$ cat src/design/c_style_token_scanner_defines.svh
// ----------------------------------------------------------------------------
// C-style token scanner assertion macros
// Shared property wrappers, clocked on clk_i and disabled while rst_ni is low.
// ----------------------------------------------------------------------------
`ifndef C_STYLE_TOKEN_SCANNER_DEFINES_SVH
`define C_STYLE_TOKEN_SCANNER_DEFINES_SVH

// same-cycle implication
`define CTSC_ASSERT_IMPL(label, ante, cons) \
  label: assert property (@(posedge clk_i) disable iff (!rst_ni) (ante) |-> (cons)) \
    else $error("ctsc: same-cycle check failed");

// next-cycle implication
`define CTSC_ASSERT_NEXT(label, ante, cons) \
  label: assert property (@(posedge clk_i) disable iff (!rst_ni) (ante) |=> (cons)) \
    else $error("ctsc: next-cycle check failed");

`endif

$ cat src/design/ctsc_pkg.sv
`timescale 1ns / 1ps
// ----------------------------------------------------------------------------
// C-style token scanner package
// Token types, kind codes and byte classification helpers.
// ----------------------------------------------------------------------------
package ctsc_pkg;

  localparam int unsigned OFFSET_WIDTH = 32;
  localparam int unsigned COL_WIDTH    = 16;
  localparam int unsigned ROW_WIDTH    = 24;
  localparam int unsigned KIND_WIDTH   = 6;
  localparam int unsigned RUN_DEPTH    = 3;

  typedef logic [KIND_WIDTH-1:0] kind_t;

  localparam kind_t KIND_END     = 6'd0;
  localparam kind_t KIND_IDENT   = 6'd1;
  localparam kind_t KIND_INT     = 6'd2;
  localparam kind_t KIND_ERROR   = 6'd3;
  localparam kind_t KIND_INC     = 6'd4;
  localparam kind_t KIND_ADD_EQ  = 6'd5;
  localparam kind_t KIND_ADD     = 6'd6;
  localparam kind_t KIND_DEC     = 6'd7;
  localparam kind_t KIND_SUB_EQ  = 6'd8;
  localparam kind_t KIND_SUB     = 6'd9;
  localparam kind_t KIND_MUL_EQ  = 6'd10;
  localparam kind_t KIND_MUL     = 6'd11;
  localparam kind_t KIND_DIV_EQ  = 6'd12;
  localparam kind_t KIND_DIV     = 6'd13;
  localparam kind_t KIND_MOD_EQ  = 6'd14;
  localparam kind_t KIND_MOD     = 6'd15;
  localparam kind_t KIND_EQ_EQ   = 6'd16;
  localparam kind_t KIND_ASSIGN  = 6'd17;
  localparam kind_t KIND_NOT_EQ  = 6'd18;
  localparam kind_t KIND_NOT     = 6'd19;
  localparam kind_t KIND_SHL     = 6'd20;
  localparam kind_t KIND_LE      = 6'd21;
  localparam kind_t KIND_LT      = 6'd22;
  localparam kind_t KIND_USHR    = 6'd23;
  localparam kind_t KIND_SHR     = 6'd24;
  localparam kind_t KIND_GE      = 6'd25;
  localparam kind_t KIND_GT      = 6'd26;
  localparam kind_t KIND_LAND    = 6'd27;
  localparam kind_t KIND_AND     = 6'd28;
  localparam kind_t KIND_LOR     = 6'd29;
  localparam kind_t KIND_OR      = 6'd30;
  localparam kind_t KIND_XOR     = 6'd31;
  localparam kind_t KIND_TILDE   = 6'd32;
  localparam kind_t KIND_DOT     = 6'd33;
  localparam kind_t KIND_COMMA   = 6'd34;
  localparam kind_t KIND_LPAREN  = 6'd35;
  localparam kind_t KIND_RPAREN  = 6'd36;
  localparam kind_t KIND_LBRACK  = 6'd37;
  localparam kind_t KIND_RBRACK  = 6'd38;
  localparam kind_t KIND_LBRACE  = 6'd39;
  localparam kind_t KIND_RBRACE  = 6'd40;
  localparam kind_t KIND_COLON   = 6'd41;
  localparam kind_t KIND_QUEST   = 6'd42;
  localparam kind_t KIND_NONE    = 6'd0;

  localparam logic [7:0] CHR_NL    = 8'h0A;
  localparam logic [7:0] CHR_UNDER = 8'h5F;
  localparam logic [7:0] CHR_GT    = 8'h3E;
  localparam logic [7:0] CHR_EQ    = 8'h3D;

  typedef struct packed {
    kind_t                   kind;
    logic [ROW_WIDTH-1:0]    row;
    logic [COL_WIDTH-1:0]    col;
    logic [COL_WIDTH-1:0]    len;
    logic [OFFSET_WIDTH-1:0] offset;
  } token_t;

  typedef struct packed {
    logic [1:0]                count;
    token_t [RUN_DEPTH-1:0]    tok;
  } run_t;

  function automatic logic is_alpha(input logic [7:0] c);
    is_alpha = (c >= "a" && c <= "z") || (c >= "A" && c <= "Z");
  endfunction

  function automatic logic is_digit(input logic [7:0] c);
    is_digit = (c >= "0" && c <= "9");
  endfunction

  function automatic logic is_space(input logic [7:0] c);
    is_space = (c == " ") || (c >= 8'd9 && c <= 8'd13);
  endfunction

  function automatic logic is_word_begin(input logic [7:0] c);
    is_word_begin = is_alpha(c) || (c == CHR_UNDER);
  endfunction

  function automatic logic is_word(input logic [7:0] c);
    is_word = is_word_begin(c) || is_digit(c);
  endfunction

  function automatic logic may_pair(input logic [7:0] c);
    may_pair = (c == "+") || (c == "-") || (c == "*") || (c == "/") || (c == "%") ||
               (c == "=") || (c == "!") || (c == "<") || (c == ">") || (c == "&") ||
               (c == "|");
  endfunction

  function automatic kind_t single_kind(input logic [7:0] c);
    case (c)
      "+":     single_kind = KIND_ADD;
      "-":     single_kind = KIND_SUB;
      "*":     single_kind = KIND_MUL;
      "/":     single_kind = KIND_DIV;
      "%":     single_kind = KIND_MOD;
      "=":     single_kind = KIND_ASSIGN;
      "!":     single_kind = KIND_NOT;
      "<":     single_kind = KIND_LT;
      ">":     single_kind = KIND_GT;
      "&":     single_kind = KIND_AND;
      "|":     single_kind = KIND_OR;
      "^":     single_kind = KIND_XOR;
      "~":     single_kind = KIND_TILDE;
      ".":     single_kind = KIND_DOT;
      ",":     single_kind = KIND_COMMA;
      "(":     single_kind = KIND_LPAREN;
      ")":     single_kind = KIND_RPAREN;
      "[":     single_kind = KIND_LBRACK;
      "]":     single_kind = KIND_RBRACK;
      "{":     single_kind = KIND_LBRACE;
      "}":     single_kind = KIND_RBRACE;
      ":":     single_kind = KIND_COLON;
      "?":     single_kind = KIND_QUEST;
      default: single_kind = KIND_NONE;
    endcase
  endfunction

  function automatic kind_t pair_kind(input logic [7:0] a, input logic [7:0] b);
    pair_kind = KIND_NONE;
    if (a == "+" && b == "+") pair_kind = KIND_INC;
    if (a == "+" && b == "=") pair_kind = KIND_ADD_EQ;
    if (a == "-" && b == "-") pair_kind = KIND_DEC;
    if (a == "-" && b == "=") pair_kind = KIND_SUB_EQ;
    if (a == "*" && b == "=") pair_kind = KIND_MUL_EQ;
    if (a == "/" && b == "=") pair_kind = KIND_DIV_EQ;
    if (a == "%" && b == "=") pair_kind = KIND_MOD_EQ;
    if (a == "=" && b == "=") pair_kind = KIND_EQ_EQ;
    if (a == "!" && b == "=") pair_kind = KIND_NOT_EQ;
    if (a == "<" && b == "<") pair_kind = KIND_SHL;
    if (a == "<" && b == "=") pair_kind = KIND_LE;
    if (a == ">" && b == "=") pair_kind = KIND_GE;
    if (a == "&" && b == "&") pair_kind = KIND_LAND;
    if (a == "|" && b == "|") pair_kind = KIND_LOR;
  endfunction

endpackage

$ cat src/design/ctsc_scan_core.sv
`timescale 1ns / 1ps
// ----------------------------------------------------------------------------
// C-style token scanner core
// Holds the scan state and counters, and turns one byte into its token run.
// ----------------------------------------------------------------------------
module ctsc_scan_core (
  input  logic                          clk_i,
  input  logic                          rst_ni,
  input  logic                          cfg_we_i,
  input  logic [ctsc_pkg::ROW_WIDTH-1:0] cfg_first_row_i,
  input  logic                          step_i,
  input  logic [7:0]                    text_byte_i,
  input  logic                          end_of_text_i,
  output ctsc_pkg::run_t                run_o
);

  localparam logic [1:0] MODE_IDLE  = 2'd0;
  localparam logic [1:0] MODE_IDENT = 2'd1;
  localparam logic [1:0] MODE_INT   = 2'd2;
  localparam logic [1:0] MODE_OP    = 2'd3;

  localparam logic [ctsc_pkg::COL_WIDTH-1:0] COL_MAX = '1;
  localparam logic [ctsc_pkg::ROW_WIDTH-1:0] ROW_RESET =
    ctsc_pkg::ROW_WIDTH'(1);

  logic [1:0]                             mode_q, mode_d;
  logic [7:0]                             pend_q, pend_d;
  logic                                   dbl_q, dbl_d;
  logic [ctsc_pkg::OFFSET_WIDTH-1:0]      start_off_q, start_off_d;
  logic [ctsc_pkg::COL_WIDTH-1:0]         start_col_q, start_col_d;
  logic [ctsc_pkg::COL_WIDTH-1:0]         len_q, len_d;
  logic [ctsc_pkg::OFFSET_WIDTH-1:0]      off_q, off_d;
  logic [ctsc_pkg::COL_WIDTH-1:0]         col_q, col_d;
  logic [ctsc_pkg::ROW_WIDTH-1:0]         row_q, row_d;
  logic [ctsc_pkg::ROW_WIDTH-1:0]         first_row_q;
  logic                                   at_start_q, at_start_d;

  logic                                   taken;
  logic                                   cont;
  ctsc_pkg::kind_t                        pk;
  logic [3:0]                             cand_v;
  ctsc_pkg::token_t [3:0]                 cand;
  logic [1:0]                             n;
  ctsc_pkg::run_t                         run;

  always_comb begin
    mode_d      = mode_q;
    pend_d      = pend_q;
    dbl_d       = dbl_q;
    start_off_d = start_off_q;
    start_col_d = start_col_q;
    len_d       = len_q;
    off_d       = off_q;
    col_d       = col_q;
    row_d       = row_q;
    at_start_d  = 1'b0;
    taken       = 1'b0;
    cont        = 1'b0;
    pk          = ctsc_pkg::KIND_NONE;
    cand_v      = '0;
    cand        = '0;
    for (int i = 0; i < 4; i++) begin
      cand[i].row    = row_q;
      cand[i].col    = start_col_q;
      cand[i].offset = start_off_q;
    end

    // offer the byte to the open token
    unique case (mode_q)
      MODE_IDENT, MODE_INT: begin
        cont = (mode_q == MODE_IDENT) ? ctsc_pkg::is_word(text_byte_i)
                                      : ctsc_pkg::is_digit(text_byte_i);
        if (cont) begin
          taken = 1'b1;
          if (len_q != COL_MAX) len_d = len_q + 1'b1;
        end else begin
          cand_v[0]    = 1'b1;
          cand[0].kind = (mode_q == MODE_IDENT) ? ctsc_pkg::KIND_IDENT
                                                : ctsc_pkg::KIND_INT;
          cand[0].len  = len_q;
          mode_d       = MODE_IDLE;
        end
      end
      MODE_OP: begin
        pk = ctsc_pkg::pair_kind(pend_q, text_byte_i);
        if (dbl_q) begin
          mode_d    = MODE_IDLE;
          pend_d    = '0;
          dbl_d     = 1'b0;
          cand_v[0] = 1'b1;
          if (text_byte_i == ctsc_pkg::CHR_GT) begin
            taken        = 1'b1;
            cand[0].kind = ctsc_pkg::KIND_USHR;
            cand[0].len  = ctsc_pkg::COL_WIDTH'(3);
          end else begin
            cand[0].kind = ctsc_pkg::KIND_SHR;
            cand[0].len  = ctsc_pkg::COL_WIDTH'(2);
          end
        end else if (pend_q == ctsc_pkg::CHR_GT && text_byte_i == ctsc_pkg::CHR_GT) begin
          taken = 1'b1;
          dbl_d = 1'b1;
        end else begin
          mode_d    = MODE_IDLE;
          pend_d    = '0;
          cand_v[0] = 1'b1;
          if (pk != ctsc_pkg::KIND_NONE) begin
            taken        = 1'b1;
            cand[0].kind = pk;
            cand[0].len  = ctsc_pkg::COL_WIDTH'(2);
          end else begin
            cand[0].kind = ctsc_pkg::single_kind(pend_q);
            cand[0].len  = ctsc_pkg::COL_WIDTH'(1);
          end
        end
      end
      default: begin
      end
    endcase

    // open a new token
    if (!taken && !ctsc_pkg::is_space(text_byte_i)) begin
      start_off_d = off_q;
      start_col_d = col_q;
      len_d       = ctsc_pkg::COL_WIDTH'(1);
      if (ctsc_pkg::is_word_begin(text_byte_i)) begin
        mode_d = MODE_IDENT;
      end else if (ctsc_pkg::is_digit(text_byte_i)) begin
        mode_d = MODE_INT;
      end else if (ctsc_pkg::may_pair(text_byte_i)) begin
        mode_d = MODE_OP;
        pend_d = text_byte_i;
      end else begin
        cand_v[1]      = 1'b1;
        cand[1].kind   = (ctsc_pkg::single_kind(text_byte_i) != ctsc_pkg::KIND_NONE)
                         ? ctsc_pkg::single_kind(text_byte_i) : ctsc_pkg::KIND_ERROR;
        cand[1].col    = col_q;
        cand[1].offset = off_q;
        cand[1].len    = ctsc_pkg::COL_WIDTH'(1);
      end
    end

    // advance position
    off_d = off_q + 1'b1;
    if (text_byte_i == ctsc_pkg::CHR_NL) begin
      col_d = '0;
      row_d = row_q + 1'b1;
    end else if (col_q != COL_MAX) begin
      col_d = col_q + 1'b1;
    end

    // flush and close on the final byte
    if (end_of_text_i) begin
      cand[2].row    = row_d;
      cand[2].col    = start_col_d;
      cand[2].offset = start_off_d;
      unique case (mode_d)
        MODE_IDENT, MODE_INT: begin
          cand_v[2]    = 1'b1;
          cand[2].kind = (mode_d == MODE_IDENT) ? ctsc_pkg::KIND_IDENT
                                                : ctsc_pkg::KIND_INT;
          cand[2].len  = len_d;
        end
        MODE_OP: begin
          cand_v[2] = 1'b1;
          if (dbl_d) begin
            cand[2].kind = ctsc_pkg::KIND_SHR;
            cand[2].len  = ctsc_pkg::COL_WIDTH'(2);
          end else begin
            cand[2].kind = ctsc_pkg::single_kind(pend_d);
            cand[2].len  = ctsc_pkg::COL_WIDTH'(1);
          end
        end
        default: begin
        end
      endcase
      cand_v[3]   = 1'b1;
      cand[3]     = '0;
      mode_d      = MODE_IDLE;
      pend_d      = '0;
      dbl_d       = 1'b0;
      start_off_d = '0;
      start_col_d = '0;
      len_d       = '0;
      off_d       = '0;
      col_d       = '0;
      row_d       = first_row_q;
      at_start_d  = 1'b1;
    end
  end

  // pack the valid candidates in order
  always_comb begin
    n   = '0;
    run = '0;
    for (int i = 0; i < 4; i++) begin
      if (cand_v[i] && n != 2'd3) begin
        run.tok[n] = cand[i];
        n          = n + 1'b1;
      end
    end
    run.count = n;
  end

  assign run_o = run;

  always_ff @(posedge clk_i or negedge rst_ni) begin
    if (!rst_ni) begin
      mode_q      <= MODE_IDLE;
      pend_q      <= '0;
      dbl_q       <= 1'b0;
      start_off_q <= '0;
      start_col_q <= '0;
      len_q       <= '0;
      off_q       <= '0;
      col_q       <= '0;
      row_q       <= ROW_RESET;
      first_row_q <= ROW_RESET;
      at_start_q  <= 1'b1;
    end else begin
      if (cfg_we_i) begin
        first_row_q <= cfg_first_row_i;
        if (at_start_q) row_q <= cfg_first_row_i;
      end
      if (step_i) begin
        mode_q      <= mode_d;
        pend_q      <= pend_d;
        dbl_q       <= dbl_d;
        start_off_q <= start_off_d;
        start_col_q <= start_col_d;
        len_q       <= len_d;
        off_q       <= off_d;
        col_q       <= col_d;
        row_q       <= row_d;
        at_start_q  <= at_start_d;
      end
    end
  end

endmodule

$ cat src/design/ctsc_token_buf.sv
`timescale 1ns / 1ps
// ----------------------------------------------------------------------------
// C-style token scanner result buffer
// Holds the token run of one byte and hands it out one beat at a time.
// ----------------------------------------------------------------------------
module ctsc_token_buf (
  input  logic                              clk_i,
  input  logic                              rst_ni,
  input  logic                              load_i,
  input  ctsc_pkg::run_t                    run_i,
  output logic                              free_o,
  output logic                              out_valid_o,
  input  logic                              out_stall_i,
  output logic [ctsc_pkg::KIND_WIDTH-1:0]   token_kind_o,
  output logic [ctsc_pkg::ROW_WIDTH-1:0]    token_row_o,
  output logic [ctsc_pkg::COL_WIDTH-1:0]    token_col_o,
  output logic [ctsc_pkg::COL_WIDTH-1:0]    token_len_o,
  output logic [ctsc_pkg::OFFSET_WIDTH-1:0] token_offset_o,
  output logic                              last_of_run_o
);

  ctsc_pkg::token_t [ctsc_pkg::RUN_DEPTH-1:0] tok_q;
  logic [1:0]                                  cnt_q;
  logic [1:0]                                  rd_q, rd_d;
  logic                                        fire;
  ctsc_pkg::token_t                            cur;

  assign out_valid_o = (rd_q != cnt_q);
  assign fire        = out_valid_o && !out_stall_i;
  assign rd_d        = rd_q + 1'b1;
  assign free_o      = !out_valid_o || (fire && rd_d == cnt_q);
  assign cur         = tok_q[rd_q];

  assign token_kind_o   = cur.kind;
  assign token_row_o    = cur.row;
  assign token_col_o    = cur.col;
  assign token_len_o    = cur.len;
  assign token_offset_o = cur.offset;
  assign last_of_run_o  = (rd_d == cnt_q);

  always_ff @(posedge clk_i or negedge rst_ni) begin
    if (!rst_ni) begin
      cnt_q <= '0;
      rd_q  <= '0;
    end else if (load_i) begin
      cnt_q <= run_i.count;
      rd_q  <= '0;
    end else if (fire) begin
      rd_q <= rd_d;
    end
  end

  always_ff @(posedge clk_i) begin
    if (load_i) tok_q <= run_i.tok;
  end

endmodule

$ cat src/design/c_style_token_scanner.sv
`timescale 1ns / 1ps
// ----------------------------------------------------------------------------
// C-style token scanner
// Flow: a byte is captured in the input register, scanned into the result buffer
// once the buffer is free, and its first token beat is then offered. Throughput:
// one byte per cycle while each byte yields at most one token and out_stall_i is low;
// a byte yielding more holds the input register until the result buffer drains it.
// Reset: asynchronous, active low; row restarts at first_row (reset value 1).
// ----------------------------------------------------------------------------
`include "c_style_token_scanner_defines.svh"

module c_style_token_scanner (
  input  logic                              clk_i,
  input  logic                              rst_ni,
  input  logic                              cfg_valid_i,
  output logic                              cfg_ready_o,
  input  logic [ctsc_pkg::ROW_WIDTH-1:0]    cfg_first_row_i,
  input  logic                              in_valid_i,
  output logic                              in_stall_o,
  input  logic [7:0]                        text_byte_i,
  input  logic                              end_of_text_i,
  output logic                              out_valid_o,
  input  logic                              out_stall_i,
  output logic [ctsc_pkg::KIND_WIDTH-1:0]   token_kind_o,
  output logic [ctsc_pkg::ROW_WIDTH-1:0]    token_row_o,
  output logic [ctsc_pkg::COL_WIDTH-1:0]    token_col_o,
  output logic [ctsc_pkg::COL_WIDTH-1:0]    token_len_o,
  output logic [ctsc_pkg::OFFSET_WIDTH-1:0] token_offset_o,
  output logic                              last_of_run_o
);

  logic           in_valid_q;
  logic [7:0]     byte_q;
  logic           eot_q;
  logic           buf_free;
  logic           step;
  logic           in_fire;
  ctsc_pkg::run_t run;
  logic           end_beat;
  logic           end_blank;

  assign cfg_ready_o = 1'b1;
  assign step        = in_valid_q && buf_free;
  assign in_stall_o  = in_valid_q && !step;
  assign in_fire     = in_valid_i && !in_stall_o;

  always_ff @(posedge clk_i or negedge rst_ni) begin
    if (!rst_ni) begin
      in_valid_q <= 1'b0;
    end else if (in_fire) begin
      in_valid_q <= 1'b1;
    end else if (step) begin
      in_valid_q <= 1'b0;
    end
  end

  always_ff @(posedge clk_i) begin
    if (in_fire) begin
      byte_q <= text_byte_i;
      eot_q  <= end_of_text_i;
    end
  end

  ctsc_scan_core u_core (
    .clk_i           (clk_i),
    .rst_ni          (rst_ni),
    .cfg_we_i        (cfg_valid_i && cfg_ready_o),
    .cfg_first_row_i (cfg_first_row_i),
    .step_i          (step),
    .text_byte_i     (byte_q),
    .end_of_text_i   (eot_q),
    .run_o           (run)
  );

  ctsc_token_buf u_buf (
    .clk_i          (clk_i),
    .rst_ni         (rst_ni),
    .load_i         (step),
    .run_i          (run),
    .free_o         (buf_free),
    .out_valid_o    (out_valid_o),
    .out_stall_i    (out_stall_i),
    .token_kind_o   (token_kind_o),
    .token_row_o    (token_row_o),
    .token_col_o    (token_col_o),
    .token_len_o    (token_len_o),
    .token_offset_o (token_offset_o),
    .last_of_run_o  (last_of_run_o)
  );

  assign end_beat  = out_valid_o && (token_kind_o == ctsc_pkg::KIND_END);
  assign end_blank = (token_row_o == '0) && (token_col_o == '0) && (token_len_o == '0) &&
                     (token_offset_o == '0);

  `CTSC_ASSERT_IMPL(a_end_closes_run, end_beat, last_of_run_o)
  `CTSC_ASSERT_IMPL(a_end_is_blank, end_beat, end_blank)
  `CTSC_ASSERT_NEXT(a_final_byte_ends, step && eot_q, out_valid_o)

endmodule
$ cat config.mk
export PLATFORM = sky130hd
export DESIGN_NAME = c_style_token_scanner
export DESIGN_NICKNAME = d
export VERILOG_FILES = /design/src/design/ctsc_pkg.sv /design/src/design/ctsc_scan_core.sv /design/src/design/ctsc_token_buf.sv /design/src/design/c_style_token_scanner.sv
export VERILOG_INCLUDE_DIRS = /design/src /design/src/design
export SDC_FILE = /design/constraint.sdc
export NUM_CORES = 1
export LEC_CHECK = 0
export ABC_AREA = 1
export ABC_CLOCK_PERIOD_IN_PS = 27800
export BUFFER_PORTS_ARGS = -buffer_cell sky130_fd_sc_hd__buf_2
export CORE_MARGIN = 3
export CORE_UTILIZATION = 40
export CTS_BUF_LIST = sky130_fd_sc_hd__clkbuf_8
export DETAILED_ROUTE_END_ITERATION = 10
export GPL_TIMING_DRIVEN = 0
export HOLD_SLACK_MARGIN = 0.08
export SETUP_SLACK_MARGIN = 0.05
export SYNTH_ARGS = -nofsm -noshare
export SYNTH_HDL_FRONTEND = slang
export SYNTH_SLANG_ARGS = --single-unit
export TNS_END_PERCENT = 1
$ cat constraint.sdc
create_clock -name clk_i -period 27.8 [get_ports clk_i]
set_input_delay 5.56 -clock clk_i [delete_from_list [all_inputs] [get_ports clk_i]]
set_output_delay 5.56 -clock clk_i [all_outputs]
set_load 0.02 [all_outputs]
# After elaboration in Yosys (flattened, before gate mapping)

Cells that the tools add are included.

Input port bits: 38
Bits in registers: 468
Output and inout port bits: 98
Logic and storage cells: 333

Equality and inequality tests: 85
Muxes and demuxes: 130
Add/sub/neg operators: 8
Reduce and logical (&&, ||, !) cells: 64
Magnitude comparators: 15

Operator list:

| cell                  | number |
|---|---|
| $bwmux 282            | 3 |
| $mux 282              | 3 |
| $demux 94 s2          | 3 |
| $mux 94               | 5 |
| $pmux 6 s23           | 3 |
| $eq 8x6->1 const B    | 49 |
| $mux 64               | 4 |
| $mux 16               | 13 |
| $bmux 94 s2           | 1 |
| $mux 182              | 1 |
| $eq 8x7->1 const B    | 22 |
| $mux 24               | 5 |
| $mux 32               | 3 |
| $mux 6                | 15 |
| $mux 8                | 8 |
| $pmux 16 s2           | 2 |
| $mux 2                | 18 |
| $mux 5                | 7 |
| $add 16x1->16 const B | 2 |
| $add 32x1->32 const B | 1 |
| $ne 16x16->1 const B  | 2 |
| $logic_and 1x1->1     | 31 |
| $add 24x1->24 const B | 1 |
| $pmux 6 s2            | 2 |
| other kinds (32)      | 98 |

# Depth between registers and ports, before layout

Gate-level depths: netlist (run 1).

Word-level depth: 37
Depth in mapped cells: 35
Gate-level depth less buffers: 32

# Hierarchy

From an unflattened synthesis (run 1), not the netlist that was laid out.

Cell total of the unflattened synthesis: 3067
Area, all modules: 25952.4 µm²

Modules (own cells, without submodules):

| module                | sequential area each (µm²) | cells each | area an instance (µm²) | times used |
|---|---|---|---|---|
| ctsc_scan_core        | 4307.9                     | 2298       | 14676.6                | 1 |
| ctsc_token_buf        | 8568.2                     | 749        | 10929.2                | 1 |
| c_style_token_scanner | 295.3                      | 20         | 346.6                  | 1 |

# Worst setup path after synthesis (run 1)

OpenSTA, ideal clock, no wires.

Path kind: input -> register
Start: input port out_stall_i
End: register u_buf.tok_q[0] (netlist bit) (enable)
Setup time: 0.757 ns
Stages on the path: 7
Setup slack: 12.979 ns
Data arrival time: 14.065 ns
Path buffers: 2
Required time: 27.043 ns
Cells stage by stage: inv_1 nand2_1 nand2_2 nand2_2 inv_1 clkbuf_1 clkbuf_1

Cells in the longest elaborated chain, start to end: 5

Ends and longest elaborated chain:

| what                 | line                        | RTL |
|---|---|---|
| start, declared      | c_style_token_scanner.sv:23 | `input logic out_stall_i,` |
| $logic_not 1->1      | ctsc_token_buf.sv:29        | `assign fire = out_valid_o && !out_stall_i;` |
| $logic_and 1x1->1    | ctsc_token_buf.sv:29        |  |
| $logic_and 1x1->1    | ctsc_token_buf.sv:31        | `assign free_o = !out_valid_o \|\| (fire && rd_d == cnt_q);` |
| $logic_or 1x1->1     | ctsc_token_buf.sv:31        |  |
| $logic_and 1x1->1    | c_style_token_scanner.sv:43 | `assign step = in_valid_q && buf_free;` |
| net step             | c_style_token_scanner.sv:36 | `logic step;` |
| end signal, assigned | ctsc_token_buf.sv:54        | `if (load_i) tok_q <= run_i.tok;` |
| end, declared        | ctsc_token_buf.sv:22        | `ctsc_pkg::token_t [ctsc_pkg::RUN_DEPTH-1:0] tok_q;` |

The timed path passes the listed nets, and every way through them passes these cells.
A chain may end at the register's enable or synchronous reset.

# Final worst setup path (run 1)

Start: input port out_stall_i
End: output port in_stall_o

Cells in the longest elaborated chain, start to end: 7

Ends and longest elaborated chain:

| what              | line                        | RTL |
|---|---|---|
| $logic_not 1->1   | ctsc_token_buf.sv:29        |  |
| $logic_and 1x1->1 | ctsc_token_buf.sv:29        |  |
| $logic_and 1x1->1 | ctsc_token_buf.sv:31        |  |
| $logic_or 1x1->1  | ctsc_token_buf.sv:31        |  |
| $logic_and 1x1->1 | c_style_token_scanner.sv:43 |  |
| $logic_not 1->1   | c_style_token_scanner.sv:44 | `assign in_stall_o = in_valid_q && !step;` |
| $logic_and 1x1->1 | c_style_token_scanner.sv:44 |  |
| end, declared     | c_style_token_scanner.sv:19 | `output logic in_stall_o,` |

Every way passes these cells.

==> results.toml, run 1 <==
[run_status]
status = "complete, no violations"

[drt]
post-route-drc-count = 0
wl_mm = 92.0
final_antenna_net_count = 0
avgRoutedWirePerCell_um = 21.6
dr.first_iter.drc_count = 3214
via_per_inst = 5.69
first_pass_iters = 6
vias = 24300

[logic_synthesis]
synth.distinct_cells = 65
yosysSeqAreaShare_pct = 50.2
synthTopCellsByArea = "edfxtp_1 (33%), dfrtp_1 (17%), nor2_1 (7.1%), nand2_1 (6.2%), o21ai_0 (5.1%)"
synth_top_family_by_area = "simple AND/OR/NAND/NOR gates"
synth_xor_area_share_pct = 1.40
avgSynthCellArea_um2 = 8.44
synth_fa_ha_area_share_pct = 0.764
synth-simple-area-share_pct = 22.0
ys_warn_count = 0
synthCells = 3106
synth_edf_count = 291
async_flop_share_pct = 37.8
synth-compound-area-share_pct = 17.6
synth.most_common_cell = "nor2_1"
syn_area_um2 = 26200
synth_nets = 3160
synth_mux_area_share_pct = 0.387
yosys-top-cells-count = "nor2_1 (497), nand2_1 (431), edfxtp_1 (291)"
yosysTopAreaCell = "edfxtp_1"
synth_ff_type = "edfxtp_1"
synth_seq_cells = 468
yosys.area.top_type_share_pct = 33.3

[timing]
setup_ws_ps = 16080
finClkSkew_ps = 52.2
finalSetupViolCount = 0
min_period_over_period_pct = 42.2
rsz0062_at_grt = "false"
setup_tns_ps = 0
fmax_mhz = 85.3
tightest_slew_ps = 1320
slew_violations = 0
finalHoldViolations = 0
finalCriticalPeriod_ps = 11720
slew_headroom_pct = 12.0

[floorplanning]
design.core.area_um2 = 64700
io_pins = 136
die_y_um = 262
dieArea_um2 = 68700
die_width_um = 262
start_util_pct = 40.5
rows = 93

[final_layout]
finalNonFillerCells = 4265
finish.utilization_pct = 46.3
syn_to_final_growth_pct = 14.2
final_nets = 3388
drive_above_1_share_pct = 12.3
final_area_um2 = 29900

[critical_path]
cp_slowest_cell = "buf_2"
cp_common_cell = "buf_2"
cp_max_fo = 4
critPathKind = "in -> out"
cp.required_ps = 22240
critPathArrivalTime_ps = 6160
worstPathCellList = "buf_2 -> inv_1 -> nand2_1 -> nand2_2 -> nor2_1 -> buf_2"
end_kind = "primary output"
slowest_delay_ps = 150
start_kind = "input pin"

[worst_hold_path]
hold_class = "reg -> reg"

[power_and_ir_drop]
p_leak_uw = 0.0117
max-vdd-ir-drop_mv = 0.0707
pwr_density_cell_nw_per_um2 = 130

[cts]
h-tree-depth = 3
cts-root-buf = "clkbuf_8"
ctsResizeCount = 0
cts_tree = "built"
clkTransAtPathRegs_ps = 60
post_cts_buffers = 0
clock_path_buffers = 3
cts_made_buffers = 86
cts_hold_buf = 0
clock_latency_ps = 690
cts.sink_count = 468

[grt]
grt_pass1_wl_mm = 139
grt_antenna_before_repair = 4
grt_max_degree = 97
grt_overflow_total = 0
grt_use_total_pct = 26.5
grt_pass1_vias = 23100

[place]
post_dp_cell_area_um2 = 28100
dpl.hpwl_mm = 65.4
io_buffers = 134
gp_congestion = 0.938
dp_slack_ps = 16060
placed_cells = 4101

[flow_run]
maxCapViolCount = 0
[logic make-up (layout without fill, tap and decap cells)]
logic type      after synthesis  count (layout)
flops                       468             468
compound gates              742             742
buf+inv                     509             811
mux                           9               9
other cells                   1               3
fa+ha+maj                    16              16
simple gates               1320            1320
xor+xnor                     41              41
[worst paths after layout]
kind	cells after the start	to	slack [ps]	from
worst max-delay path	6	in_stall_o	16080	out_stall_i
worst min-delay path	2	u_core.at_start_q	470	u_core.at_start_q
worst max register to register	34	u_buf.tok_q[99]	19720	u_core.pend_q[0]
worst min register to register	2	u_core.at_start_q	470	u_core.at_start_q
max in group asynchronous	2	u_core.len_q[6]	21900	rst_ni
min in group asynchronous	1	u_core.off_q[15]	4860	rst_ni
[layout by cell type (no fill, tap or decap), types with 103 or more instances in the layout]
cell type  count
clkbuf_1     149
inv_1        303
a21oi_1      135
dfrtp_1      174
buf_2        153
nand3_1      233
o21ai_0      267
clkbuf_8     103
nor2_1       497
edfxtp_1     291
nand2_1      431
[critical path, delay by kind of cell]
kind | cells | cell delay (ps)
buffers and inverters | 3 | 380
AND/OR/NAND/NOR | 3 | 230
[state kept, by name, summed over array words and instances, names as in the netlist, 16 cells and up]
signal / count
u_core.row_q: 24
u_core.start_off_q: 32
u_core.col_q: 16
u_core.off_q: 32
u_core.first_row_q: 24
u_buf.tok_q: 282
u_core.len_q: 16
u_core.start_col_q: 16
[power breakdown]
part,internal (uW),switching (uW)
sequential,1150,125
clock,376,310
combinational,500,1440
total,2020,1880
[area by class of cell]
class	count	area (um^2)
diodes	2	5.00
flip-flops and latches	468	13200
fillers	6509	34800
clock buffers	103	1420
repair buffers	140	846
plain buffers	208	877
clock inverters	59	378
multi-input cells	2129	11000
well taps	855	1070
inverters	301	1130
[per-layer routing]
metal	track usage (%)	part of all wire (%)
met1	36.1	42
met2	42.3	46
met3	4.54	9.0
met4	10.2	3.6
met5	0	0
[through the flow]
| step | total power, uW | hold slack (ps) |
|---|---|---|
| after floorplan | 2540 | 448 |
| after global placement | 3300 | 463 |
| after detailed placement | 3190 | 463 |
| after CTS | 3880 | 474 |
| after global routing | 4120 | 506 |
| final | 3900 | 471 |
Note: power is estimated with default switching activity, not from simulation.
==> inputs of run 2 (changes only) <==
--- a/config.mk
+++ b/config.mk
@@ -6,8 +6,8 @@
 export SDC_FILE = /design/constraint.sdc
 export NUM_CORES = 1
 export LEC_CHECK = 0
-export ABC_AREA = 1
-export ABC_CLOCK_PERIOD_IN_PS = 27800
+export ABC_AREA = 0
+export ABC_CLOCK_PERIOD_IN_PS = 10100
 export BUFFER_PORTS_ARGS = -buffer_cell sky130_fd_sc_hd__buf_2
 export CORE_MARGIN = 3
 export CORE_UTILIZATION = 40
==> constraint.sdc (replaced) <==
create_clock -name clk_i -period 10.1 [get_ports clk_i]
set_input_delay 2.02 -clock clk_i [delete_from_list [all_inputs] [get_ports clk_i]]
set_output_delay 2.02 -clock clk_i [all_outputs]
set_load 0.02 [all_outputs]
==> run 2 against run 1 <==
Wire length decreased by 5.6%. Area after synthesis increased by 0.39%. Synthesized cell count decreased by 11%. Final area decreased by 0.37%. Critical path depth increased by 16. Setup slack got worse by 14000 ps. Sequential share of layout area increased by 0.16 points. Highest routed layer unchanged. Largest cell class unchanged. Flip-flop and latch count unchanged. Global-route usage decreased by 2.0 points. Cell count decreased by 7.9%.
==> results.toml, run 2 <==
[critical_path]
ff2ff_setup_slack_ps = 1810
cp_max_fo = 10
timing.rr.end = "u_buf.tok_q[61]"
timing.rr.start = "u_core.pend_q[4]"
end_kind = "register"
start_kind = "register"
cp.required_ps = 10480
worstRegToRegCells = 22
critPathArrivalTime_ps = 8670
critPathKind = "reg -> reg"

[power_and_ir_drop]
p_leak_uw = 0.0108
max-vdd-ir-drop_mv = 0.343
pwr_density_cell_nw_per_um2 = 331

[logic_synthesis]
synth_fa_ha_area_share_pct = 0.761
synth.most_common_cell = "nand2_1"
synth_xor_area_share_pct = 2.23
synthTopCellsByArea = "edfxtp_1 (33%), dfrtp_1 (17%), nand2_1 (5.8%), o21ai_0 (5.6%), mux2i_1 (4.0%)"
avgSynthCellArea_um2 = 9.48
synth.distinct_cells = 99
yosys-top-cells-count = "nand2_1 (407), o21ai_0 (296), edfxtp_1 (291)"
synthCells = 2776
yosys.area.top_type_share_pct = 33.2
synth_seq_cells = 468
synth_ff_type = "edfxtp_1"
synth_top_family_by_area = "compound AO/OA/AOI/OAI gates"
synth_nets = 2830
synth-simple-area-share_pct = 17.8
async_flop_share_pct = 37.8
ys_warn_count = 0
synth-compound-area-share_pct = 19.6
synth_edf_count = 291
syn_area_um2 = 26300
yosysTopAreaCell = "edfxtp_1"
yosysSeqAreaShare_pct = 50.0
synth_mux_area_share_pct = 5.27

[floorplanning]
dieArea_um2 = 68900
start_util_pct = 40.6
rows = 93
die_y_um = 263
die_width_um = 263
design.core.area_um2 = 64800
io_pins = 136

[grt]
grt_pass1_vias = 22400
grt_use_total_pct = 24.5
use_met1_pct = 33.3
met3_usage_pct = 4.54
grt_max_degree = 123
met2_usage_pct = 39.7
grt_antenna_before_repair = 2
grt_pass1_wl_mm = 133
busiest_layer = "met2"
grt_overflow_total = 0

[timing]
finalCriticalPeriod_ps = 8290
tightest_slew_ps = 1330
whs_ps = 506
rsz0062_at_grt = "false"
slew_headroom_pct = 10.3
finalHoldViolations = 0
min_period_over_period_pct = 82.0
finClkSkew_ps = 45.2
slew_violations = 0
finalSetupViolCount = 0
fmax_mhz = 121

[place]
gp_congestion = 0.918
post_dp_cell_area_um2 = 28200
io_buffers = 133
dpl.hpwl_mm = 61.7

[drt]
avgRoutedWirePerCell_um = 22.1
vias = 23200
first_pass_iters = 6
via_per_inst = 5.90
final_antenna_net_count = 0
post-route-drc-count = 0
dr.first_iter.drc_count = 2674
wl_mm = 86.9

[worst_hold_path]
hold_depth = 1
hold_end = "u_core.first_row_q[4]"
hold_class = "reg -> reg"
min_from = "u_core.first_row_q[4]"

[final_layout]
final_nets = 3054
mostFrequentLayoutCells = "nand2_1 (407), o21ai_0 (296), edfxtp_1 (291)"
largestRegisters = "u_buf.tok_q (282), u_core.off_q (32), u_core.start_off_q (32)"
syn_to_final_growth_pct = 13.3
fillers = 6223
top_register = "u_buf.tok_q"
final_area_um2 = 29800
mostFrequentLayoutCell = "nand2_1"
drive_above_1_share_pct = 12.1
largest_reg_flops = 282

[cts]
clkTransAtPathRegs_ps = 50
ctsResizeCount = 0
cts_tree = "built"
post_cts_buffers = 0
clock_path_buffers = 3
cts_hold_buf = 0
cts_made_buffers = 86
h-tree-depth = 3
cts.sink_count = 468
cts-root-buf = "clkbuf_8"
clock_latency_ps = 690

[run_status]
status = "complete, no violations"

[flow_run]
maxCapViolCount = 0
run 2: final cells by class:
type | count | area [um^2] | area share [%]
Clock buffer | 97 | 1340 | 4.48
Buffer | 251 | 1040 | 3.50
Timing Repair Buffer | 136 | 758 | 2.54
Clock inverter | 65 | 330 | 1.11
Antenna cell | 1 | 2.50 | 0.00839
Inverter | 26 | 98.8 | 0.331
Multi-Input combinational cell | 2031 | 12000 | 40.3
Tap cell | 855 | 1070 | 3.59
Sequential cell | 468 | 13200 | 44.2
run 2: power breakdown:
group	total (uW)	switching, uW	internal [uW]
Sequential	3330	267	3070
Clock	1750	839	914
Combinational	4780	3480	1300
Total	9870	4590	5280
run 2: metal layers:
layer	up-vias	share of wire, %	routed length [um]
li1	10700	-	-
met5	-	0	0
met3	180	7.8	6790
met2	1040	46	40300
met1	11300	43	37200
met4	0	3.0	2600
run 2: worst max path at each step:
stage,start,to,cells after the start
6_report,u_core.pend_q[4],u_buf.tok_q[61],22
5_1_grt,u_core.pend_q[4],u_buf.tok_q[61],22
4_1_cts,u_core.pend_q[4],u_buf.tok_q[61],22
3_5_place_dp,u_core.pend_q[4],u_buf.tok_q[61],22
3_3_place_gp,out_stall_i,u_core.pend_q[0],8
2_1_floorplan,out_stall_i,u_core.col_q[15],7
run 2: logic make-up (layout without fill, tap and decap cells):
family	after synthesis	in the layout
and+or+nand+nor	995	995
AOI/OAI and AO/OA	817	817
DFF	468	468
buffers and inverters	277	575
muxes	135	135
xor gates and xnor gates	67	67
adders and majority gates	16	16
other	1	2
run 2: worst max-delay path, cell delays in order, from the launching register on:
cell      delay, ps
dfrtp_1         390
clkbuf_1        280
nor4b_1        1180
a41oi_1         320
nand3_1         280
or4_4           200
o22a_1          270
buf_2           400
o211ai_2        200
ha_1            260
nand2b_1        200
a21oi_1         230
nand2_1         240
clkbuf_1        340
o21ai_0         300
inv_1           130
ha_1            250
nor2_1          300
and2_1          180
clkbuf_1        460
clkbuf_1        700
clkbuf_1        740
nor2_1          130
run 2: metrics by stage:
stage	total power (uW)	setup WS [ps]	instances	setup TNS, ps	util (%)
6_report	9870	1810	3930	0	46.0
3_3_place_gp	7820	-3760	3764	-1052360	43.3
4_1_cts	9880	2030	3929	0	46.0
2_1_floorplan	6480	-28.9	2776	-57.9	-
5_1_grt	10400	1490	3930	0	46.0
3_5_place_dp	8100	2030	3767	0	43.4
